`config.mk`:
```
export PLATFORM = sky130hd
export DESIGN_NAME = mm4_ctrl
export DESIGN_NICKNAME = d
export VERILOG_FILES = /design/src/rtl/mm4_pkg.sv /design/src/rtl/mm4_ctrl.sv
export SDC_FILE = /design/constraint.sdc
export NUM_CORES = 1
export LEC_CHECK = 0
export ABC_CLOCK_PERIOD_IN_PS = 1900
export BUFFER_PORTS_ARGS = -buffer_cell sky130_fd_sc_hd__buf_2
export CAP_MARGIN = 30
export CELL_PAD_IN_SITES_DETAIL_PLACEMENT = 0
export CELL_PAD_IN_SITES_GLOBAL_PLACEMENT = 1
export CORE_AREA = 2 2 39 41
export DETAILED_ROUTE_END_ITERATION = 7
export DIE_AREA = 0 0 41 43
export PLACE_DENSITY = 0.39
export REMOVE_ABC_BUFFERS = 1
export SLEW_MARGIN = 20
export SYNTH_ARGS = -nofsm -noshare
export SYNTH_HDL_FRONTEND = slang
export SYNTH_SLANG_ARGS = --single-unit
export TNS_END_PERCENT = 5
```
`constraint.sdc`:
```
create_clock -name clk -period 1.9 [get_ports clk]
set_input_delay 0.19 -clock clk [delete_from_list [all_inputs] [get_ports clk]]
set_output_delay 0.19 -clock clk [all_outputs]
set_load 0.05 [all_outputs]
```
`src/rtl/mm4_pkg.sv`:
```
package mm4_pkg;

  localparam int DIM         = 4;
  localparam int ROW_W       = 2;
  localparam int ELEM_W_DEF  = 32;
  localparam int FRAC_W_DEF  = 16;

  localparam logic [ROW_W-1:0] LAST_ROW = ROW_W'(DIM - 1);

  typedef enum logic {
    ST_LOAD,
    ST_ISSUE
  } mm4_state_t;

  // controller -> datapath
  typedef struct packed {
    logic             load;
    logic             issue;
    logic [ROW_W-1:0] issue_row;
  } mm4_cmd_t;

  // datapath -> controller
  typedef struct packed {
    logic adv;
  } mm4_status_t;

endpackage

```
`src/rtl/mm4_ctrl.sv`:
```
module mm4_ctrl (
  input  logic                      clk,
  input  logic                      rst,
  input  logic                      in_valid,
  input  logic [mm4_pkg::ROW_W-1:0] in_row,
  output logic                      in_ready,
  input  mm4_pkg::mm4_status_t      status,
  output mm4_pkg::mm4_cmd_t         cmd
);
  import mm4_pkg::*;

  mm4_state_t       state, state_next;
  logic [ROW_W-1:0] issue_row, issue_row_next;

  always_ff @(posedge clk) begin
    if (rst) begin
      state     <= ST_LOAD;
      issue_row <= '0;
    end else begin
      state     <= state_next;
      issue_row <= issue_row_next;
    end
  end

  always_comb begin
    state_next = state;
    unique case (state)
      ST_LOAD: begin
        if (in_valid && in_row == LAST_ROW) state_next = ST_ISSUE;
      end
      ST_ISSUE: begin
        if (status.adv && issue_row == LAST_ROW) state_next = ST_LOAD;
      end
      default: state_next = ST_LOAD;
    endcase
  end

  always_comb begin
    in_ready       = 1'b0;
    cmd.load       = 1'b0;
    cmd.issue      = 1'b0;
    cmd.issue_row  = issue_row;
    issue_row_next = issue_row;
    unique case (state)
      ST_LOAD: begin
        in_ready       = 1'b1;
        cmd.load       = in_valid;
        issue_row_next = '0;
      end
      ST_ISSUE: begin
        cmd.issue = status.adv;
        if (status.adv) issue_row_next = issue_row + ROW_W'(1);
      end
      default: begin
        issue_row_next = '0;
      end
    endcase
  end

endmodule

```
==> flow_summary_export.csv, run 1 <==
group,metric,value,unit
place,placed_cell_area,214,sq um
setup_path,endpoint_kind,"primary output",
synthesis,ys_async_sr_fraction,0,
power_and_ir_drop,leakage,0.115,nW
timing,setup_ws,676,ps
global_routing,first_global_vias,143,
timing,fmaxAchievable,817,MHz
layout,area_delta_synth_final,67.0,%
route,wl_per_cell,9.43,um
power_and_ir_drop,internal-power,0.000155,W
route,ant_nets,0,
synthesis,synth.distinct_cells,11,
setup_path,critPathArrivalTime,1030,ps
synthesis,yosys_warnings,0,
synthesis,avgSynthCellArea,10.3,sq um
setup_path,cp_max_fo,4,
timing,final.setup.tns,0,ps
place,gp_congestion,0.536,
route,finalWirelength,415,um
cts,cts_root_buf,"clkbuf_4",
cts,cts.sinks,3,
timing,whs,136,ps
timing,finalClockSkew,2.70,ps
route,drt_pass1_iterations,2,
timing,final_max_slew_viol_count,0,
cts,clock_path_buffers,2,
global_routing,grt_antenna_before_repair,0,
run,drv_cap,0,
floorplanning,ioPinCount,11,
layout,seqCellArea,60.1,sq um
route,drt-initial-drc-count,1,
layout,diodes,0,
floorplanning,core_area,1380,sq um
global_routing,overflow,0,
floorplanning,die_h,43,um
layout,drive_gt1_frac,0.536,
synthesis,syn-instance-count,14,
timing,fin_crit_sh,0.644,
layout,fillers,159,
global_routing,grt_max_degree,5,
cts,htree_num_levels,1,
place,port_buffers,10,
power_and_ir_drop,switchingPower,0.0000551,W
layout,multiInputGateArea,80.1,sq um
power_and_ir_drop,pwr-share-seq,0.318,
synthesis,netlist_top_cells_count,"dfxtp_1 (3), nor2_1 (2)",
floorplanning,die_area,1760,sq um
power_and_ir_drop,swShare,0.263,
global_routing,grt_pass1_wl,607,um
worst_hold_path,min_path_type,"input pin to flop",
timing,period_minus_slack,1220,ps
cts,cts-resized-gates,0,
timing,setup-violations-final,0,
synthesis,yosysTopAreaCell,"dfxtp_1",
power_and_ir_drop,combPwrFrac,0.155,
place,pre_cts_slack,932,ps
layout,layout.nets,36,
floorplanning,initial_utilization,0.104,
global_routing,grt_use_total,0.0582,
synthesis,synth_area_leaders,"dfxtp_1 (42%), a221oi_2 (10%), ha_1 (8.7%)",
cts,clkLatencyLatePin,230,ps
timing,hold_viol,0,
route,drc,0,
outcome,status,"complete, no violations",
route,vias,161,
cts,cts_made_buffers,3,
synthesis,synth_top_area_share,0.417,
synthesis,synth_flop_cell,"dfxtp_1",
timing,rsz0062_at_grt,"false",
setup_path,start_kind,"flop",
synthesis,netlist_area,144,sq um
cts,cts-hold-fix-buffers,0,
timing,relSlewSlack,0.835,
setup_path,critical_path_class,"flop to primary output",
floorplanning,rows,14,
power_and_ir_drop,peakVddDrop,0.236,mV
cts,clk_pin_slew,40,ps
setup_path,critical_path_required,1710,ps
floorplanning,fp.dieW,41,um
route,vias_per_cell,3.66,
synthesis,synth.most_common_cell,"dfxtp_1",
cts,postCtsSetupBuffers,0,
timing,worst_slew_pin_slew,249,ps
place,dp_hpwl,310,um
synthesis,synth_edf_count,0,
synthesis,ys_seq_area_frac,0.417,
power_and_ir_drop,pwr-share-clk,0.527,
power_and_ir_drop,power.density,873,nW/um^2
cts,cts_tree,"yes",
layout,final_core_util,0.174,
layout,stdcell_area,240,sq um
synthesis,ys_ff_latch,3,
## final timing paths
| path | cells after the start | start | slack (ps) | to |
|---|---|---|---|---|
| worst max register to register | 3 | issue_row[0] | 1000 | issue_row[1] |
| worst max-delay path | 2 | state | 680 | cmd[2] |
| worst min register to register | 2 | state | 540 | state |
| worst min-delay path | 2 | rst | 140 | state |
## cells by family (layout without fill, tap and decap cells)
logic type | after synthesis | count (layout) | synth area share
AO/OA/AOI/OAI | 1 | 1 | 0.104
XOR/XNOR | 1 | 1 | 0.0609
adder cells (fa/ha/maj) | 1 | 1 | 0.0869
buffers and inverters | 1 | 15 | 0.0261
flip-flops | 3 | 3 | 0.417
multiplexers | 1 | 1 | 0.0696
AND/OR/NAND/NOR | 6 | 6 | 0.235
## routing by layer
metal	part of all wire	global-route usage	routed length [um]
met2	0.36	0.0656	148
met1	0.46	0.0609	190
met3	0.18	0.0628	76
met4	0	0.0400	0
met5	0	0	0
## flip-flops by register name, indices dropped and copies added (netlist names)
| name | count |
|---|---|
| state | 1 |
| issue_row | 2 |
## cell usage in the layout, fill, tap and decap left out
cell type / instances
buf_2: 10
nand2b_1: 1
clkbuf_4: 3
mux2i_1: 1
nand3_1: 1
inv_1: 1
clkbuf_1: 1
a221oi_2: 1
nor2_1: 2
dfxtp_1: 3
ha_1: 1
xnor2_1: 1
nor2b_1: 1
and2_4: 1
## area by class of cell
| class | count | area share |
|---|---|---|
| clock buffers | 4 | 0.109 |
| inverters | 1 | 0.0156 |
| multi-input cells | 10 | 0.333 |
| flip-flops and latches | 3 | 0.250 |
| well taps | 16 | 0.0833 |
| repair buffers | 10 | 0.208 |
## worst max-delay path, stage by stage (launching register included)
cell	delay, ps
dfxtp_1	380
and2_4	170
buf_2	250
## metrics by stage
stage | power, W | instances
global placement | 0.0000990 | 40
detailed placement | 0.0000998 | 40
global route | 0.000224 | 44
floorplan | 0.0000885 | 14
finish | 0.000210 | 44
CTS | 0.000216 | 44
## power groups by stage
stage	clock (W)	combinational, W	sequential (W)
floorplan	0	0.0000197	0.0000688
global placement	0	0.0000318	0.0000672
detailed placement	0	0.0000323	0.0000675
CTS	0.000116	0.0000326	0.0000667
global route	0.000122	0.0000349	0.0000669
finish	0.000111	0.0000324	0.0000667
(Power assumes the default switching activity.)
==> inputs of run 2 (changes only) <==
--- a/config.mk
+++ b/config.mk
@@ -5,7 +5,7 @@
 export SDC_FILE = /design/constraint.sdc
 export NUM_CORES = 1
 export LEC_CHECK = 0
-export ABC_CLOCK_PERIOD_IN_PS = 1900
+export ABC_CLOCK_PERIOD_IN_PS = 1060
 export BUFFER_PORTS_ARGS = -buffer_cell sky130_fd_sc_hd__buf_2
 export CAP_MARGIN = 30
 export CELL_PAD_IN_SITES_DETAIL_PLACEMENT = 0
@@ -13,7 +13,7 @@
 export CORE_AREA = 2 2 39 41
 export DETAILED_ROUTE_END_ITERATION = 7
 export DIE_AREA = 0 0 41 43
-export PLACE_DENSITY = 0.39
+export PLACE_DENSITY = 0.4
 export REMOVE_ABC_BUFFERS = 1
 export SLEW_MARGIN = 20
 export SYNTH_ARGS = -nofsm -noshare
==> constraint.sdc (replaced) <==
create_clock -name clk -period 1.06 [get_ports clk]
set_input_delay 0.106 -clock clk [delete_from_list [all_inputs] [get_ports clk]]
set_output_delay 0.106 -clock clk [all_outputs]
set_load 0.05 [all_outputs]
==> run 2 against run 1 <==
  * Sequential cell count unchanged
  * Via count shrank 3.7%
  * Clock power rose by 80%
  * Die area unchanged
  * Largest cell class unchanged
  * Worst hold slack got worse by 93 ps
  * Sequential power up 80%
  * Sequential share of layout area decreased by 0.50 points
  * Non-clock buffer count stayed put
  * Design area grew 4.2%
  * Critical path depth did not move
  * Combinational power rose by 87%
  * Largest power group unchanged
  * Clock skew about the same
==> flow_summary_export.csv, run 2 (synthesis gave the netlist of run 1 again) <==
group,metric,value,unit
power_and_ir_drop,combPwrFrac,0.159,
route,drc,0,
route,drt_pass1_iterations,2,
layout,top_regs,"issue_row (2), state (1)",
floorplanning,die_h,43,um
timing,final_max_slew_viol_count,0,
global_routing,first_global_vias,150,
worst_hold_path,hold_start,"rst",
setup_path,r2r-start,"issue_row[0]",
setup_path,critPathArrivalTime,900,ps
power_and_ir_drop,switchingPower,0.0000999,W
route,drt-initial-drc-count,1,
floorplanning,ioPinCount,11,
timing,hold_viol,0,
cts,cts_tree,"yes",
global_routing,grt_pass1_wl,579,um
layout,drive_gt1_frac,0.571,
power_and_ir_drop,pwr-share-clk,0.526,
timing,worst_slew_pin_slew,248,ps
setup_path,worstRegToRegCells,3,
cts,clkLatencyLatePin,230,ps
power_and_ir_drop,swShare,0.263,
timing,fmaxAchievable,989,MHz
place,port_buffers,10,
layout,top_register,"issue_row",
layout,final_cell_mix,"buf_2 (8), clkbuf_4 (4), nor2_1 (2), dfxtp_1 (2)",
cts,htree_num_levels,1,
global_routing,grt_use_total,0.0561,
setup_path,cpLargestDelayFamily,"buffers and inverters",
layout,largest_reg_flops,2,
layout,seqCellArea,61.3,sq um
setup_path,r2r_setup_slack,160,ps
layout,fillers,157,
timing,fin_crit_sh,0.953,
setup_path,critical_path_required,950,ps
layout,final_core_util,0.181,
route,vias,155,
outcome,status,"complete, no violations",
setup_path,path_cells,"inv_1, buf_2",
place,gp_congestion,0.587,
power_and_ir_drop,internal-power,0.000281,W
power_and_ir_drop,report.power.total,0.000380,W
timing,setup-violations-final,0,
timing,relSlewSlack,0.836,
global_routing,grt_max_degree,5,
timing,period_minus_slack,1010,ps
run,drv_cap,0,
cts,cts-hold-fix-buffers,0,
global_routing,overflow,0,
setup_path,r2r_end,"issue_row[1]",
floorplanning,core_area,1380,sq um
power_and_ir_drop,leakage,0.117,nW
cts,cts-resized-gates,2,
power_and_ir_drop,power.density,1520,nW/um^2
floorplanning,initial_utilization,0.104,
route,vias_per_cell,3.52,
floorplanning,rows,14,
place,placed_cells,40,
layout,final_common_cell,"buf_2",
cts,cts_made_buffers,3,
setup_path,start_kind,"flop",
worst_hold_path,worstHoldEndpoint,"state",
layout,layout.nets,36,
setup_path,crit_slowest_cell,"dfxtp_2",
setup_path,cp_max_fo,4,
setup_path,endpoint_kind,"primary output",
floorplanning,fp.dieW,41,um
layout,finalNonFillerCells,44,
cts,cts.sinks,3,
route,finalWirelength,403,um
layout,area_delta_synth_final,73.9,%
layout,multiInputGateArea,80.1,sq um
timing,finalClockSkew,3.06,ps
timing,rsz0062_at_grt,"false",
timing,whs,43.2,ps
cts,clock_path_buffers,2,
floorplanning,die_area,1760,sq um
route,ant_nets,0,
place,dp_hpwl,300,um
cts,clk_pin_slew,40,ps
layout,diodes,0,
cts,postCtsSetupBuffers,0,
cts,cts_root_buf,"clkbuf_4",
route,wl_per_cell,9.16,um
setup_path,critPathBufInv,2,
global_routing,grt_antenna_before_repair,0,
power_and_ir_drop,peakVddDrop,0.447,mV
worst_hold_path,min_path_type,"input pin to flop",
setup_path,critical_path_class,"flop to primary output",
worst_hold_path,whs_path_depth,2,
power_and_ir_drop,pwr-share-seq,0.315,
setup_path,critPathMaxStageDelay,330,ps
-- run 2: per-stage QoR --
| stage | cell area (sq um) | setup TNS (ps) | setup WS, ps |
|---|---|---|---|
| 2_1_floorplan | 144 | -258 | -181 |
| 3_3_place_gp | 214 | 0 | 189 |
| 3_5_place_dp | 214 | 0 | 154 |
| 4_1_cts | 246 | 0 | 9.26 |
| 5_1_grt | 250 | 0 | 6.55 |
| 6_report | 250 | 0 | 49.3 |
-- run 2: worst max path at each step --
stage	start	end	slack (ps)	depth (start not counted)
2_1_floorplan	issue_row[0]	issue_row[1]	-180	3
3_3_place_gp	issue_row[0]	issue_row[1]	190	3
3_5_place_dp	issue_row[0]	issue_row[1]	150	3
4_1_cts	state	cmd[2]	9	2
5_1_grt	state	cmd[3]	7	2
6_report	state	in_ready	50	2
-- run 2: power groups by stage --
stage	registers (W)	clock network, W	logic (W)
finish	0.000120	0.000200	0.0000607
global route	0.000120	0.000222	0.0000650
CTS	0.000119	0.000216	0.0000597
detailed placement	0.000121	0	0.0000577
global placement	0.000121	0	0.0000571
floorplan	0.000123	0	0.0000354
-- run 2: cell type report --
| type | count | area share |
|---|---|---|
| inverters | 1 | 0.0150 |
| repair buffers | 10 | 0.235 |
| well taps | 16 | 0.0800 |
| clock buffers | 4 | 0.105 |
| flip-flops and latches | 3 | 0.245 |
| multi-input cells | 10 | 0.320 |
-- run 2: layer usage --
| layer | vias up | routed length [um] | part of all wire | global-route usage |
|---|---|---|---|---|
| li1 | 75 | - | - | - |
| met1 | 67 | 184 | 0.46 | 0.0575 |
| met2 | 11 | 150 | 0.37 | 0.0625 |
| met3 | 2 | 59 | 0.15 | 0.0471 |
| met4 | 0 | 8 | 0.020 | 0.0600 |
| met5 | - | 0 | 0 | 0 |
